### config.mk
export PLATFORM = sky130hd
export DESIGN_NAME = pump_supervisor_with_debounce
export DESIGN_NICKNAME = d
export VERILOG_FILES = /design/src/sv/pmpsup_pkg.sv /design/src/sv/pump_supervisor_with_debounce.sv /design/src/sv/pmpsup_on_delay.sv /design/src/sv/pmpsup_off_delay.sv /design/src/sv/pmpsup_ctrl.sv
export SDC_FILE = /design/constraint.sdc
export NUM_CORES = 1
export LEC_CHECK = 0
export BUFFER_PORTS_ARGS = -buffer_cell sky130_fd_sc_hd__buf_2
export CORE_AREA = 5 5 269 140
export DETAILED_ROUTE_END_ITERATION = 6
export DIE_AREA = 0 0 274 145
export PLACE_DENSITY = 0.79
export REMOVE_ABC_BUFFERS = 1
export SLEW_MARGIN = 20
export SYNTH_ARGS = -nofsm -noshare
export SYNTH_HDL_FRONTEND = slang
export SYNTH_SLANG_ARGS = --single-unit
### constraint.sdc
create_clock -name i_clk -period 7.2 [get_ports i_clk]
set_clock_uncertainty 0.15 [all_clocks]
set_input_delay 1.08 -clock i_clk [delete_from_list [all_inputs] [get_ports i_clk]]
set_output_delay 1.08 -clock i_clk [all_outputs]
set_load 0.01 [all_outputs]
### src/sv/pmpsup_pkg.sv
// Shared types, widths, register indexes and reset values of the pump supervisor.
package pmpsup_pkg;

    // Default counter widths handed to the top level
    localparam int SHORT_TIMER_BITS_DEF = 16;
    localparam int RUN_TIMER_BITS_DEF   = 32;

    // Register widths
    localparam int DEB_W      = 16;
    localparam int CONF_W     = 16;
    localparam int RUN_W      = 32;
    localparam int CFG_IDX_W  = 2;
    localparam int CFG_DATA_W = 32;

    // Register indexes
    localparam logic [CFG_IDX_W-1:0] CFG_DEBOUNCE = 2'd0;
    localparam logic [CFG_IDX_W-1:0] CFG_CONFIRM  = 2'd1;
    localparam logic [CFG_IDX_W-1:0] CFG_MAX_RUN  = 2'd2;

    // Register reset values
    localparam logic [DEB_W-1:0]  DEB_RST  = 16'd50;
    localparam logic [CONF_W-1:0] CONF_RST = 16'd5000;
    localparam logic [RUN_W-1:0]  RUN_RST  = 32'd1800000;

    // Beat widths and input bit positions
    localparam int IN_W        = 8;
    localparam int OUT_W       = 8;
    localparam int IN_BUTTON   = 0;
    localparam int IN_FEEDBACK = 1;
    localparam int IN_LVL_ONE  = 2;
    localparam int IN_LVL_TWO  = 3;
    localparam int IN_LVL_THR  = 4;
    localparam int IN_DISP_ON  = 5;
    localparam int IN_DISP_OFF = 6;
    localparam int IN_WAKE     = 7;

    // Debounced levels of one tick
    typedef struct packed {
        logic       btn;   // button pressed
        logic       fb;    // contactor feedback confirmed
        logic [2:0] lvl;   // high-water sensors one to three
    } t_filt;

    // Controller to run timers
    typedef struct packed {
        logic confirm_in;
        logic run_in;
        logic clr;
    } t_tmr_req;

    // Run timers to controller
    typedef struct packed {
        logic confirm;
        logic run;
    } t_tmr_q;

endpackage

### src/sv/pump_supervisor_with_debounce.sv
// Top level of the pump supervisor: beat registers, registers, filters, timers, control.
//
//  channel | dir | handshake            | content
//  --------+-----+----------------------+------------------------------------------
//  s       | in  | i_s_tvalid/o_s_tready| one millisecond tick of raw pins (8 bits)
//  m       | out | o_m_tvalid/i_m_tready| pump drive and activity flag (8 bits)
//  cfg     | in  | i_cfg_we             | debounce, confirm timeout, max run time
//
// One tick per clock unless stalled: a beat enters the input register, then the filters,
// timers and control settle in one pass and the result lands in the output register, and
// a new beat is taken every cycle while the output is not blocked. The input register
// refills whenever the output register is empty or being taken. Synchronous active-low
// reset restores the register defaults and all timer state; no clearing pass is needed.
module pump_supervisor_with_debounce import pmpsup_pkg::*; #(
    parameter int SHORT_TIMER_BITS = SHORT_TIMER_BITS_DEF,
    parameter int RUN_TIMER_BITS   = RUN_TIMER_BITS_DEF
) (
    input  logic                  i_clk,
    input  logic                  i_rst_n,
    input  logic                  i_s_tvalid,
    output logic                  o_s_tready,
    // [0] button_level [1] feedback_level [2] level_one [3] level_two
    // [4] level_three [5] display_on [6] display_off [7] wake_request
    input  logic [IN_W-1:0]       i_s_tdata,
    output logic                  o_m_tvalid,
    input  logic                  i_m_tready,
    // [0] pump_drive [1] activity [7:2] zero
    output logic [OUT_W-1:0]      o_m_tdata,
    input  logic                  i_cfg_we,
    input  logic [CFG_IDX_W-1:0]  i_cfg_idx,
    input  logic [CFG_DATA_W-1:0] i_cfg_data
);

    logic [DEB_W-1:0]  r_deb;
    logic [CONF_W-1:0] r_conf;
    logic [RUN_W-1:0]  r_run;

    logic              r_in_valid;
    logic [IN_W-1:0]   r_in_data;
    logic              r_out_valid;
    logic [OUT_W-1:0]  r_out_data;
    logic              w_adv;

    logic [4:0]        w_raw;
    logic [4:0]        w_on_q;
    logic [1:0]        w_off_q;
    t_filt             w_filt;
    t_tmr_req          w_req;
    t_tmr_q            w_tq;
    logic              w_drive;
    logic              w_act;

    // register writes
    always_ff @(posedge i_clk) begin
        if (!i_rst_n) begin
            r_deb  <= DEB_RST;
            r_conf <= CONF_RST;
            r_run  <= RUN_RST;
        end else if (i_cfg_we) begin
            case (i_cfg_idx)
                CFG_DEBOUNCE: r_deb  <= i_cfg_data[DEB_W-1:0];
                CFG_CONFIRM:  r_conf <= i_cfg_data[CONF_W-1:0];
                CFG_MAX_RUN:  r_run  <= i_cfg_data[RUN_W-1:0];
                default: ;
            endcase
        end
    end

    // beat flow: input register advances into output register
    assign w_adv      = r_in_valid && (!r_out_valid || i_m_tready);
    assign o_s_tready = !r_in_valid || w_adv;

    always_ff @(posedge i_clk) begin
        if (!i_rst_n) begin
            r_in_valid  <= 1'b0;
            r_out_valid <= 1'b0;
        end else begin
            if (o_s_tready) begin
                r_in_valid <= i_s_tvalid;
            end
            if (w_adv) begin
                r_out_valid <= 1'b1;
            end else if (i_m_tready) begin
                r_out_valid <= 1'b0;
            end
        end
    end

    always_ff @(posedge i_clk) begin
        if (i_s_tvalid && o_s_tready) begin
            r_in_data <= i_s_tdata;
        end
        if (w_adv) begin
            r_out_data <= {{(OUT_W - 2){1'b0}}, w_act, w_drive};
        end
    end

    assign o_m_tvalid = r_out_valid;
    assign o_m_tdata  = r_out_data;

    // raw pins: 0 feedback, 1 button (pressed low), 2..4 level sensors
    assign w_raw = {r_in_data[IN_LVL_THR], r_in_data[IN_LVL_TWO], r_in_data[IN_LVL_ONE],
                    ~r_in_data[IN_BUTTON], r_in_data[IN_FEEDBACK]};

    // on-delay filters on all five pins
    for (genvar g = 0; g < 5; g++) begin : g_on
        pmpsup_on_delay #(
            .CNT_W (SHORT_TIMER_BITS),
            .PRE_W (DEB_W)
        ) u_on (
            .i_clk    (i_clk),
            .i_rst_n  (i_rst_n),
            .i_adv    (w_adv),
            .i_in     (w_raw[g]),
            .i_clr    (1'b0),
            .i_preset (r_deb),
            .o_q      (w_on_q[g])
        );
    end

    // off-delay filters behind feedback and button
    for (genvar g = 0; g < 2; g++) begin : g_off
        pmpsup_off_delay #(
            .CNT_W (SHORT_TIMER_BITS),
            .PRE_W (DEB_W)
        ) u_off (
            .i_clk    (i_clk),
            .i_rst_n  (i_rst_n),
            .i_adv    (w_adv),
            .i_in     (w_on_q[g]),
            .i_preset (r_deb),
            .o_q      (w_off_q[g])
        );
    end

    assign w_filt.btn = w_off_q[1];
    assign w_filt.fb  = w_off_q[0];
    assign w_filt.lvl = w_on_q[4:2];

    // confirm timeout: driven without feedback
    pmpsup_on_delay #(
        .CNT_W (SHORT_TIMER_BITS),
        .PRE_W (CONF_W)
    ) u_confirm (
        .i_clk    (i_clk),
        .i_rst_n  (i_rst_n),
        .i_adv    (w_adv),
        .i_in     (w_req.confirm_in),
        .i_clr    (w_req.clr),
        .i_preset (r_conf),
        .o_q      (w_tq.confirm)
    );

    // maximum run time: driven with feedback
    pmpsup_on_delay #(
        .CNT_W (RUN_TIMER_BITS),
        .PRE_W (RUN_W)
    ) u_run (
        .i_clk    (i_clk),
        .i_rst_n  (i_rst_n),
        .i_adv    (w_adv),
        .i_in     (w_req.run_in),
        .i_clr    (w_req.clr),
        .i_preset (r_run),
        .o_q      (w_tq.run)
    );

    pmpsup_ctrl u_ctrl (
        .i_clk      (i_clk),
        .i_rst_n    (i_rst_n),
        .i_adv      (w_adv),
        .i_filt     (w_filt),
        .i_disp_on  (r_in_data[IN_DISP_ON]),
        .i_disp_off (r_in_data[IN_DISP_OFF]),
        .i_wake     (r_in_data[IN_WAKE]),
        .i_tmr_q    (w_tq),
        .o_tmr_req  (w_req),
        .o_drive    (w_drive),
        .o_activity (w_act)
    );

    // input side only stalls when both stages hold beats and the output is blocked
    a_stall_cause: assert property (@(posedge i_clk) disable iff (!i_rst_n)
        !o_s_tready |-> (r_in_valid && r_out_valid && !i_m_tready))
        else $error("input stalled without a full pipeline");

endmodule

### src/sv/pmpsup_on_delay.sv
// On-delay timer with saturating counter, also used for the confirm and run timers.
module pmpsup_on_delay import pmpsup_pkg::*; #(
    parameter int CNT_W = SHORT_TIMER_BITS_DEF,
    parameter int PRE_W = DEB_W
) (
    input  logic             i_clk,
    input  logic             i_rst_n,
    input  logic             i_adv,
    input  logic             i_in,
    input  logic             i_clr,
    input  logic [PRE_W-1:0] i_preset,
    output logic             o_q
);

    localparam int CMP_W = (CNT_W > PRE_W) ? CNT_W : PRE_W;

    logic [CNT_W-1:0] r_cnt;
    logic [CNT_W-1:0] n_cnt;
    logic [CNT_W-1:0] w_cnt;

    // count up toward preset while input holds, saturate at all ones
    always_comb begin
        w_cnt = r_cnt;
        if (!i_in) begin
            w_cnt = '0;
        end else if ((CMP_W'(r_cnt) < CMP_W'(i_preset)) && (r_cnt != {CNT_W{1'b1}})) begin
            w_cnt = r_cnt + CNT_W'(1);
        end
    end

    assign o_q   = i_in && (CMP_W'(w_cnt) >= CMP_W'(i_preset));
    assign n_cnt = i_clr ? '0 : w_cnt;

    always_ff @(posedge i_clk) begin
        if (!i_rst_n) begin
            r_cnt <= '0;
        end else if (i_adv) begin
            r_cnt <= n_cnt;
        end
    end

    // a tick with the input low leaves the count empty
    a_low_clears: assert property (@(posedge i_clk) disable iff (!i_rst_n)
        i_adv && !i_in |=> r_cnt == '0)
        else $error("on-delay count not cleared by low input");

endmodule

### src/sv/pmpsup_off_delay.sv
// Off-delay timer: output follows a high input and drops after preset ticks low.
module pmpsup_off_delay import pmpsup_pkg::*; #(
    parameter int CNT_W = SHORT_TIMER_BITS_DEF,
    parameter int PRE_W = DEB_W
) (
    input  logic             i_clk,
    input  logic             i_rst_n,
    input  logic             i_adv,
    input  logic             i_in,
    input  logic [PRE_W-1:0] i_preset,
    output logic             o_q
);

    localparam int CMP_W = (CNT_W > PRE_W) ? CNT_W : PRE_W;

    logic [CNT_W-1:0] r_cnt;
    logic             r_q;
    logic [CNT_W-1:0] w_inc;
    logic [CNT_W-1:0] n_cnt;
    logic             n_q;

    // saturating increment of the hold-off count
    always_comb begin
        w_inc = r_cnt;
        if ((CMP_W'(r_cnt) < CMP_W'(i_preset)) && (r_cnt != {CNT_W{1'b1}})) begin
            w_inc = r_cnt + CNT_W'(1);
        end
    end

    // next output and count
    always_comb begin
        n_cnt = r_cnt;
        n_q   = r_q;
        if (i_in) begin
            n_cnt = '0;
            n_q   = 1'b1;
        end else if (r_q) begin
            n_cnt = w_inc;
            n_q   = !(CMP_W'(w_inc) >= CMP_W'(i_preset));
        end
    end

    assign o_q = n_q;

    always_ff @(posedge i_clk) begin
        if (!i_rst_n) begin
            r_cnt <= '0;
            r_q   <= 1'b0;
        end else if (i_adv) begin
            r_cnt <= n_cnt;
            r_q   <= n_q;
        end
    end

endmodule

### src/sv/pmpsup_ctrl.sv
// Edge detection on debounced levels and pump drive control.
module pmpsup_ctrl import pmpsup_pkg::*; (
    input  logic     i_clk,
    input  logic     i_rst_n,
    input  logic     i_adv,
    input  t_filt    i_filt,
    input  logic     i_disp_on,
    input  logic     i_disp_off,
    input  logic     i_wake,
    input  t_tmr_q   i_tmr_q,
    output t_tmr_req o_tmr_req,
    output logic     o_drive,
    output logic     o_activity
);

    logic [3:0] r_prev;
    logic       r_drive;
    logic       r_first;
    logic       r_wake;

    logic [3:0] w_cur;
    logic [3:0] w_rose;
    logic [3:0] w_fell;
    logic       w_off;
    logic       w_wake;
    logic       w_start;
    logic       n_drive;
    logic       n_wake;
    logic       w_act;

    // edges: bit 0 button, bits 1..3 level sensors
    assign w_cur  = {i_filt.lvl, i_filt.btn};
    assign w_rose = w_cur & ~r_prev;
    assign w_fell = ~w_cur & r_prev;

    // run timers see the drive as it was before this tick
    assign o_tmr_req.confirm_in = r_drive & ~i_filt.fb;
    assign o_tmr_req.run_in     = r_drive & i_filt.fb;
    assign o_tmr_req.clr        = w_off;

    assign w_off = i_disp_off | w_fell[0] | (|w_rose[3:1])
                 | (r_drive & i_tmr_q.confirm) | (r_drive & i_tmr_q.run);
    assign w_wake  = r_wake | i_wake;
    assign w_start = ((i_disp_on | w_rose[0]) & ~r_first) | w_wake;

    // stop wins over start
    always_comb begin
        n_drive = r_drive;
        n_wake  = w_wake;
        w_act   = |(w_rose | w_fell);
        if (w_off) begin
            if (r_drive) begin
                w_act = 1'b1;
            end
            n_drive = 1'b0;
        end else if (w_start && !r_drive) begin
            n_drive = 1'b1;
            n_wake  = 1'b0;
            w_act   = 1'b1;
        end
    end

    assign o_drive    = n_drive;
    assign o_activity = w_act;

    always_ff @(posedge i_clk) begin
        if (!i_rst_n) begin
            r_prev  <= '0;
            r_drive <= 1'b0;
            r_first <= 1'b1;
            r_wake  <= 1'b0;
        end else if (i_adv) begin
            r_prev  <= w_cur;
            r_drive <= n_drive;
            r_first <= 1'b0;
            r_wake  <= n_wake;
        end
    end

    // every change of the drive is flagged as activity
    a_change_flagged: assert property (@(posedge i_clk) disable iff (!i_rst_n)
        i_adv && (n_drive != r_drive) |-> w_act)
        else $error("drive change without activity");

    // a stop cause always leaves the pump off
    a_stop_wins: assert property (@(posedge i_clk) disable iff (!i_rst_n)
        i_adv && w_off |=> !r_drive)
        else $error("pump running after stop cause");

    // a start clears any pending wake
    a_wake_taken: assert property (@(posedge i_clk) disable iff (!i_rst_n)
        i_adv && !r_drive && n_drive |=> !r_wake)
        else $error("wake still pending after start");

endmodule

# After elaboration in Yosys (flattened, before gate mapping)
# Index checks and enable logic that the tools add are counted.
dict set report classes {
  n_addsub 9
  magnitude_cmp 18
  n_eq_ne 11
  mux 35
  bitwise_logic 20
  n_reduce_logical 37
}
# operator n
set ops {}
lappend ops {{$mux 16} 19}
lappend ops {{$add 16x1->16 const B} 8}
lappend ops {{$ge 16x16->1} 8}
lappend ops {{$lt 16x16->1} 8}
lappend ops {{$ne 16x16->1 const B} 8}
lappend ops {{$mux 32} 3}
lappend ops {{$add 32x1->32 const B} 1}
lappend ops {{$ge 32x32->1} 1}
lappend ops {{$lt 32x32->1} 1}
lappend ops {{$ne 32x32->1 const B} 1}
lappend ops {{$logic_and 1x1->1} 19}
lappend ops {{$mux 1} 13}
lappend ops {{$reduce_and 2->1} 5}
lappend ops {{$and 4x4->4} 2}
lappend ops {{$not 4->4} 2}
lappend ops {{$or 1x1->1} 7}
lappend ops {{$reduce_bool 2->1} 3}
lappend ops {{$and 1x1->1} 5}
lappend ops {{$logic_not 1->1} 5}
lappend ops {{$or 4x4->4} 1}
lappend ops {{$reduce_or 4->1} 1}
lappend ops {{$not 1->1} 3}
lappend ops {{$reduce_or 3->1} 1}
lappend ops {{$eq 2x1->1 const B} 1}
lappend ops {{3 further kinds} 4}
dict set report word_totals {
  reg_bits 245
  in_bits 47
  output_inout_bits 10
}

# Depth between registers and ports, before layout
# Gate-level depths: netlist (run 1).
dict set report depth {
  word_depth 16
  depth_mapped 29
}

# Hierarchy
# Synthesis (run 1) repeated with hierarchy kept, for this count alone.
dict set report unflattened {
  cells_unflattened 2849
  hier_area_um2 22831.9
}
# module instances cells_each area_per_inst_um2 seq_area_each_um2
set by_module_without_submodules {}
lappend by_module_without_submodules {{pmpsup_on_delay at g_on[0].u_on ...} 5 240 1840.5 320.3}
lappend by_module_without_submodules {{pmpsup_on_delay at u_run} 1 528 4056.4 640.6}
lappend by_module_without_submodules {pmpsup_off_delay 2 257 2018.2 340.3}
lappend by_module_without_submodules {pump_supervisor_with_debounce 1 289 3067.9 1621.6}
lappend by_module_without_submodules {{pmpsup_on_delay at g_on[3].u_on} 1 266 2034.5 320.3}
lappend by_module_without_submodules {pmpsup_ctrl 1 52 434.2 140.1}

# Worst setup path after synthesis (run 1)
# No wires, ideal clock.
dict set report synth_timing {
  kind {reg2reg}
  from {register r_deb[5]}
  to {register u_run.r_cnt[24]}
  setup_ns 0.130
  arrival_time_ns 6.030
  required_ns 6.920
  path_slack_ns 0.890
  stages_incl_launch_ff 27
  period_less_slack_ns 6.310
  cell_sequence {dfxtp_1 inv_1 ha_1 a21o_1 a2111oi_0 o21a_1 o211ai_1 clkbuf_1 or3_1 a21boi_0 ha_1 nand4_1 nor4_1 a311oi_1 a21oi_1 nor2_1 clkbuf_1 nor2_1 ha_1 nand4_1 or4_1 nor3_1 o2111ai_1 o2111ai_1 clkbuf_1 buf_1 o31ai_1}
}
dict set report synth_via {
  elab_chain_cells 16
  word_cells_on_any_way 64
}
# element line_no
set synth_lines {}
lappend synth_lines {{start: declaration} pump_supervisor_with_debounce.sv:34} ;# logic [DEB_W-1:0] r_deb;
lappend synth_lines {{start signal: assignment} pump_supervisor_with_debounce.sv:61} ;# CFG_DEBOUNCE: r_deb <= i_cfg_data[DEB_W-1:0];
lappend synth_lines {{$lt 16x16->1 (*)} pmpsup_on_delay.sv:26} ;# end else if ((CMP_W'(r_cnt) < CMP_W'(i_preset)) && (r_cnt != {CNT_W{1'b1}})) begin
lappend synth_lines {{$logic_and 1x1->1 (*)} pmpsup_on_delay.sv:26}
lappend synth_lines {{$mux 16 (*)} pmpsup_on_delay.sv:26}
lappend synth_lines {{$mux 16 (*)} pmpsup_on_delay.sv:24} ;# if (!i_in) begin
lappend synth_lines {{via g_on[0].u_on.n_cnt[10]} pmpsup_on_delay.sv:18} ;# logic [CNT_W-1:0] n_cnt;
lappend synth_lines {{$ge 16x16->1 (*)} pmpsup_on_delay.sv:31} ;# assign o_q = i_in && (CMP_W'(w_cnt) >= CMP_W'(i_preset));
lappend synth_lines {{$logic_and 1x1->1 (*)} pmpsup_on_delay.sv:31}
lappend synth_lines {{$mux 1 (*)} pmpsup_off_delay.sv:34} ;# if (i_in) begin
lappend synth_lines {{$not 1->1} pmpsup_ctrl.sv:37} ;# assign o_tmr_req.confirm_in = r_drive & ~i_filt.fb;
lappend synth_lines {{$and 1x1->1} pmpsup_ctrl.sv:37}
lappend synth_lines {{$mux 16} pmpsup_on_delay.sv:24}
lappend synth_lines {{$ge 16x16->1} pmpsup_on_delay.sv:31}
lappend synth_lines {{$logic_and 1x1->1} pmpsup_on_delay.sv:31}
lappend synth_lines {{$and 1x1->1} pmpsup_ctrl.sv:42} ;# | (r_drive & i_tmr_q.confirm) | (r_drive & i_tmr_q.run);
lappend synth_lines {{$or 1x1->1 (2 in series)} pmpsup_ctrl.sv:42}
lappend synth_lines {{$mux 32 (*)} pmpsup_on_delay.sv:32} ;# assign n_cnt = i_clr ? '0 : w_cnt;
lappend synth_lines {{end signal: assignment} pmpsup_on_delay.sv:38} ;# r_cnt <= n_cnt;
lappend synth_lines {{end: declaration} pmpsup_on_delay.sv:17} ;# logic [CNT_W-1:0] r_cnt;
# The timed path passes the listed nets; every way through them passes the cells marked *.
# A chain may end at the register's enable or synchronous reset.

# Worst setup path after layout (run 1)
dict set report layout_timing {
  from {register r_deb[9]}
  to {register u_run.r_cnt[16]}
}
dict set report layout_via {
  word_cells_on_any_way 64
}
# element line_no
set layout_rtl {}
lappend layout_rtl {{$lt 16x16->1} pmpsup_on_delay.sv:26}
lappend layout_rtl {{$logic_and 1x1->1} pmpsup_on_delay.sv:26}
lappend layout_rtl {{$mux 16} pmpsup_on_delay.sv:26}
lappend layout_rtl {{$mux 16} pmpsup_on_delay.sv:24}
lappend layout_rtl {{via g_on[2].u_on.n_cnt[2]} pmpsup_on_delay.sv:18}
lappend layout_rtl {{$ge 16x16->1} pmpsup_on_delay.sv:31}
lappend layout_rtl {{$logic_and 1x1->1} pmpsup_on_delay.sv:31}
lappend layout_rtl {{via g_on[2].u_on.o_q} pmpsup_on_delay.sv:12} ;# output logic o_q
lappend layout_rtl {{$and 4x4->4} pmpsup_ctrl.sv:33} ;# assign w_rose = w_cur & ~r_prev;
lappend layout_rtl {{$reduce_or 3->1} pmpsup_ctrl.sv:41} ;# assign w_off = i_disp_off | w_fell[0] | (|w_rose[3:1])
lappend layout_rtl {{$or 1x1->1} pmpsup_ctrl.sv:41}
lappend layout_rtl {{$or 1x1->1 (2 in series)} pmpsup_ctrl.sv:42}
lappend layout_rtl {{$mux 32} pmpsup_on_delay.sv:32}
# The timed path passes the listed nets, and every way through them passes these cells.

==> results of run 1 <==
flip-flops by register name, summed over array words and instances, names as in the netlist:
signal / flops
r_run: 32
u_run.r_cnt: 32
u_ctrl.r_wake: 1
g_off.u_off.r_q: 1
o_m_tdata: 2
r_conf: 16
r_in_data: 8
r_in_valid: 1
u_ctrl.r_first: 1
u_ctrl.r_drive: 1
u_ctrl.r_prev: 4
g_off.u_off.r_cnt: 32
g_on.u_on.r_cnt: 80
u_confirm.r_cnt: 16
r_deb: 16
o_m_tvalid: 1
power breakdown:
part / internal, mW / leakage, nW / switching [mW] / total [mW]
clock: 0.945 / 0.465 / 0.626 / 1.57
sequential: 1.38 / 1.99 / 0.0165 / 1.40
combinational: 0.119 / 7.50 / 0.246 / 0.365
through the flow:
stage	TNS, ns	hold slack [ns]	instances
2_1_floorplan	-28.59	0.273	2585
3_3_place_gp	0	0.291	3183
3_5_place_dp	0	0.298	3183
4_1_cts	0	0.307	3233
5_1_grt	0	0.321	3235
6_report	0	0.307	3235
worst max path at each step:
stage / startpoint / end / cells after the start
floorplan: r_deb[13] / u_run.r_cnt[14] / 24
global route: r_deb[10] / u_run.r_cnt[12] / 27
finish: r_deb[9] / u_run.r_cnt[16] / 27
CTS: r_deb[9] / u_run.r_cnt[0] / 27
detailed placement: r_deb[13] / u_run.r_cnt[0] / 27
global placement: r_deb[13] / u_run.r_cnt[0] / 27
placed cells by master, fill, tap and decap left out, types with 69 or more instances in the layout:
master,count
a21oi_1,207
nor2_1,160
inv_1,121
a21o_1,73
dfxtp_1,234
nand3_1,99
o21ai_0,159
xnor2_1,69
ha_1,325
nand2_1,276
nand4_1,77
cells by family after synthesis:
group / after synthesis
simple gates: 967
compound gates: 763
fa+ha+maj: 325
buf+inv: 269
flops: 244
xor+xnor: 136
mux: 18
other cells: 1
worst max-delay path, cell delays in order (launching register included):
cell and delay, ns:
dfxtp_1 0.32, inv_1 0.22, buf_4 0.22, ha_1 0.25
a21o_1 0.17, a21o_1 0.17, a21oi_1 0.16, nor2_1 0.06
or4b_1 0.67, buf_4 0.28, or2_1 0.28, xnor2_1 0.13
and2_1 0.18, ha_1 0.29, a21o_1 0.16, a211oi_1 0.28
o21ai_0 0.19, a31oi_1 0.29, nor2b_1 0.14, ha_1 0.22
or4_1 0.47, nor2_1 0.30, and3_1 0.39, o2111ai_4 0.19
buf_6 0.22, a31oi_1 0.14, o21ai_0 0.09, o31ai_1 0.12
layout make-up:
class / count / area, sq um
clock buffer: 37 / 754
tap: 484 / 606
multi-input combinational: 2215 / 15400
fill: 3003 / 11900
clock inverter: 11 / 210
sequential: 244 / 4980
inverter: 126 / 482
timing repair buffer: 118 / 792
metal layers:
| layer | track usage | vias up | share of wire |
|---|---|---|---|
| met3 | 0.0843 | 110 | 0.12 |
| met1 | 0.500 | 9898 | 0.47 |
| met4 | 0.0673 | 0 | 0.020 |
| met2 | 0.430 | 1090 | 0.39 |
| met5 | 0 | - | 0 |
| li1 | - | 10000 | - |
what timing repair did:
item,CTS,global route
endpoints found under the setup margin,1,52
buffers inserted,2,2
resized for setup,1,15
endpoints found under the hold margin,0,0
==> flow_metrics.py, run 1 <==
metrics = {
    "cells_and_area": {
        "nets": 3103,
        "final_core_util": 0.662,
        "diodes": 0,
        "fin_area_sq_um": 23300,
        "drive_gt1_frac": 0.0814,
        "syn2layout_area_growth_pct": 8.81,
    },
    "hold_path": {
        "hp-class": "reg2reg",
        "min_from": "r_deb[15]",
        "min_to": "r_deb[15]",
        "hold-path-cell-count": 2,
    },
    "drt": {
        "wl_microns": 65700,
        "drt-pass1-iter-count": 6,
        "drt_iter0_drc": 2541,
        "drc": 0,
        "ant_nets": 0,
        "wl_per_cell_microns": 20.3,
        "vias_per_cell": 6.52,
        "num_vias": 21100,
    },
    "synthesis": {
        "synth_top_family_by_area": "simple AND/OR/NAND/NOR gates",
        "synthSimpleGateAreaFrac": 0.234,
        "netlist_instances": 2723,
        "synth.distinct_cells": 86,
        "synth_area_sq_um": 21400,
        "synth_common_cells": "ha_1 (325), nand2_1 (276), dfxtp_1 (234)",
        "ys_ff_latch": 244,
        "synth_area_leaders": "dfxtp_1 (22%), ha_1 (19%), a21oi_1 (4.9%)",
        "synth_compound_area_frac": 0.228,
        "synth_top_area_frac": 0.219,
        "synthFlopType": "dfxtp_1",
        "synth_mux_area_frac": 0.00866,
        "avgSynthCellArea_sq_um": 7.85,
        "yosysWarnings": 0,
        "synthAdderAreaFrac": 0.190,
        "synth-xor-area-share": 0.0557,
        "yosysTopAreaCell": "dfxtp_1",
        "yosysMostFrequentCell": "ha_1",
        "async_reset_ff_frac": 0,
        "yosysSeqAreaShare": 0.233,
        "synth_edf_count": 10,
    },
    "sta": {
        "layout_setup_ws_ns": 0.323,
        "relSlewSlack": 0.266,
        "max_slew.worst_pin.slew_ns": 1.10,
        "hold_viol_final": 0,
        "max_freq_mhz": 145,
        "finalCriticalPeriod_ns": 6.88,
        "slew_violations": 0,
        "grt_setup_unrepaired": "no",
        "timing.final.crit_share": 0.955,
        "setup_viol": 0,
    },
    "cts": {
        "numClockSinks": 244,
        "clk-insertion-delay-late_ns": 0.57,
        "cts-root-buf": "clkbuf_16",
        "cts_made_buffers": 26,
        "ctsHoldBuffers": 0,
        "cts_tree": "yes",
        "clk_pin_slew_ns": 0.08,
        "cts_buffer_depth": 3,
        "htreeDepth": 1,
    },
    "setup_path": {
        "arrival_ns": 7.19,
        "rr_startpoint": "r_deb[9]",
        "critPathKind": "reg2reg",
        "rr_worst_depth": 27,
        "path_max_fanout": 26,
        "worstSetupStartpointType": "register",
        "cp-end-kind": "register",
        "cp.required_ns": 7.51,
        "r2r-end": "u_run.r_cnt[16]",
        "r2r_setup_slack_ns": 0.32,
    },
    "placement": {
        "dp_worst_setup_slack_ns": 0.108,
        "dp_hpwl_microns": 48600,
        "dpl_cell_area_sq_um": 22200,
        "portBuffers": 50,
        "gp_congestion": 0.988,
    },
    "global_routing": {
        "grt_max_degree": 69,
        "antenna_found_initial": 0,
        "grt_pass1_wl_microns": 105000,
        "track_usage": 0.318,
        "grt.overflow.total": 0,
        "grt_pass1_vias": 19400,
    },
    "floorplan": {
        "rows": 49,
        "fp.dieArea_sq_um": 39700,
        "core_area_sq_um": 35100,
        "die-width_microns": 274,
        "die_height_microns": 145,
        "ios": 57,
        "initial_utilization": 0.608,
    },
    "power": {
        "power.total_mw": 3.33,
        "p_leak_nw": 9.95,
        "p_per_area_nw_per_um2": 143,
        "peakVddDrop_v": 0.000170,
    },
    "run": {
        "cap_violations": 0,
    },
    "outcome": {
        "outcome": "finished, final reports clean",
    },
}
Power figures use the tool's default switching activity.
==> run 2, diff against run 1 <==
--- a/config.mk
+++ b/config.mk
@@ -6,9 +6,10 @@
 export NUM_CORES = 1
 export LEC_CHECK = 0
 export BUFFER_PORTS_ARGS = -buffer_cell sky130_fd_sc_hd__buf_2
-export CORE_AREA = 5 5 269 140
+export CORE_AREA = 2 2 266 137
 export DETAILED_ROUTE_END_ITERATION = 6
-export DIE_AREA = 0 0 274 145
+export DIE_AREA = 0 0 268 139
+export HOLD_SLACK_MARGIN = 0.03
 export PLACE_DENSITY = 0.79
 export REMOVE_ABC_BUFFERS = 1
 export SLEW_MARGIN = 20
==> flow_metrics.py, run 2 (synthesis results as in run 1) <==
metrics = {
    "outcome": {
        "outcome": "finished, final reports clean",
    },
    "cells_and_area": {
        "layout_common_cells": "ha_1 (325), nand2_1 (276), dfxtp_1 (232), a21oi_1 (206), nor2_1 (162)",
        "syn2layout_area_growth_pct": 8.94,
        "nFillCells": 2972,
        "nets": 3107,
        "fin_cells": 3239,
        "final_core_util": 0.663,
        "regMostFlops": "g_on.u_on.r_cnt",
        "largest_reg_flops": 80,
        "final_common_cell": "ha_1",
        "drive_gt1_frac": 0.0842,
        "diodes": 0,
    },
    "cts": {
        "cts_tree": "yes",
        "numClockSinks": 244,
        "cts_buffer_depth": 3,
        "clk_pin_slew_ns": 0.07,
        "clk-insertion-delay-late_ns": 0.58,
        "cts-root-buf": "clkbuf_16",
        "htreeDepth": 1,
        "cts_made_buffers": 26,
    },
    "global_routing": {
        "antenna_found_initial": 0,
        "grt_pass1_wl_microns": 106000,
        "track_usage": 0.351,
        "grt_pass1_vias": 19600,
        "grt_max_degree": 67,
        "grt.overflow.total": 0,
    },
    "floorplan": {
        "rows": 49,
        "die_height_microns": 139,
        "ios": 57,
        "core_area_sq_um": 35100,
        "die-width_microns": 268,
        "initial_utilization": 0.608,
        "fp.dieArea_sq_um": 37300,
    },
    "placement": {
        "portBuffers": 50,
        "post-place-cells": 3184,
        "dp_worst_setup_slack_ns": -0.0463,
        "gp_congestion": 0.988,
        "dp_hpwl_microns": 48400,
    },
    "hold_path": {
        "hp-class": "reg2reg",
        "hold-path-cell-count": 2,
        "min_from": "u_ctrl.r_first",
    },
    "setup_path": {
        "rr_worst_depth": 27,
        "crit_family": "compound AO/OA/AOI/OAI gates",
        "crit_slowest_cell": "a2111oi_0",
        "critPathKind": "reg2reg",
        "cp_num_buf_inv": 4,
        "cp.required_ns": 7.52,
        "cp-end-kind": "register",
        "rr_startpoint": "r_deb[15]",
        "arrival_ns": 7.18,
        "cp.depth": 27,
        "cp-startpoint": "r_deb[15]",
        "crit_path_max_incr_delay_ns": 0.54,
        "path_max_fanout": 31,
        "worstSetupStartpointType": "register",
    },
    "sta": {
        "hold_viol_final": 0,
        "finalCriticalPeriod_ns": 6.86,
        "max_freq_mhz": 146,
        "slew_violations": 0,
        "setup_viol": 0,
        "timing.final.crit_share": 0.953,
        "grt_setup_unrepaired": "no",
        "max_slew.worst_pin.slew_ns": 1.14,
        "layout_setup_ws_ns": 0.341,
        "relSlewSlack": 0.235,
        "whs_ns": 0.300,
    },
    "drt": {
        "ant_nets": 0,
        "wl_microns": 66800,
        "drt_iter0_drc": 2653,
        "num_vias": 21000,
        "wl_per_cell_microns": 20.6,
        "vias_per_cell": 6.50,
        "drt-pass1-iter-count": 6,
        "drc": 0,
    },
    "power": {
        "peakVddDrop_v": 0.000151,
        "p_leak_nw": 10.0,
        "p_per_area_nw_per_um2": 140,
    },
    "run": {
        "cap_violations": 0,
    },
}
==> run 2: cell types whose count changed in the layout (fill, tap and decap cells not counted), sizes merged <==
| cell | delta |
|---|---|
| clkinvlp | -4 |
| inv | +4 |
| buf | +3 |
| bufinv | -3 |
| clkinv | +3 |
| clkbuf | +1 |
==> run 2: worst min-delay path: cells and delay by family (launching register included) <==
kind,cells,cell delay [ns]
flops,1,0.31
simple gates,2,0.09
==> run 2: stage by stage <==
stage	power [mW]	setup TNS (ns)	cell area, sq um
3_5_place_dp	1.77	-0.0463	22200
6_report	3.27	0	23300
5_1_grt	3.37	0	23300
2_1_floorplan	1.63	-28.59	20800
3_3_place_gp	1.76	0	22200
4_1_cts	3.27	0	23100
==> run 2: layout make-up <==
| type | count | area (sq um) | share of cell area |
|---|---|---|---|
| multi-input cells | 2215 | 15400 | 0.663 |
| flip-flops and latches | 244 | 4990 | 0.214 |
| repair buffers | 122 | 836 | 0.0359 |
| clock buffers | 37 | 796 | 0.0342 |
| well taps | 484 | 606 | 0.0260 |
| inverters | 126 | 474 | 0.0204 |
| clock inverters | 11 | 141 | 0.00607 |
==> run 2: repair_timing <==
item	in CTS	in global routing
gates cloned	0	1
endpoints found under the setup margin	25	52
hold buffers	0	0
resized for setup	1	13
pin swaps	0	4
buffers inserted	0	6
==> run 2: final timing paths <==
path | endpoint | slack (ns)
worst max-delay path | u_run.r_cnt[7] | 0.34
worst min-delay path | u_ctrl.r_first | 0.30
worst max register to register | u_run.r_cnt[7] | 0.34
worst min register to register | u_ctrl.r_first | 0.30
==> run 2: metal layers <==
layer,GRT usage,wire length [microns]
met1,0.527,30600
met4,0.0729,1420
met2,0.488,26000
met3,0.103,8740
met5,0,0
==> run 2: power breakdown <==
part           total (mW)  internal, mW  leakage [nW]  switching [mW]
Sequential           1.40          1.38          1.99          0.0201
Combinational       0.358         0.117          7.54           0.241
Clock                1.51         0.881         0.466           0.629
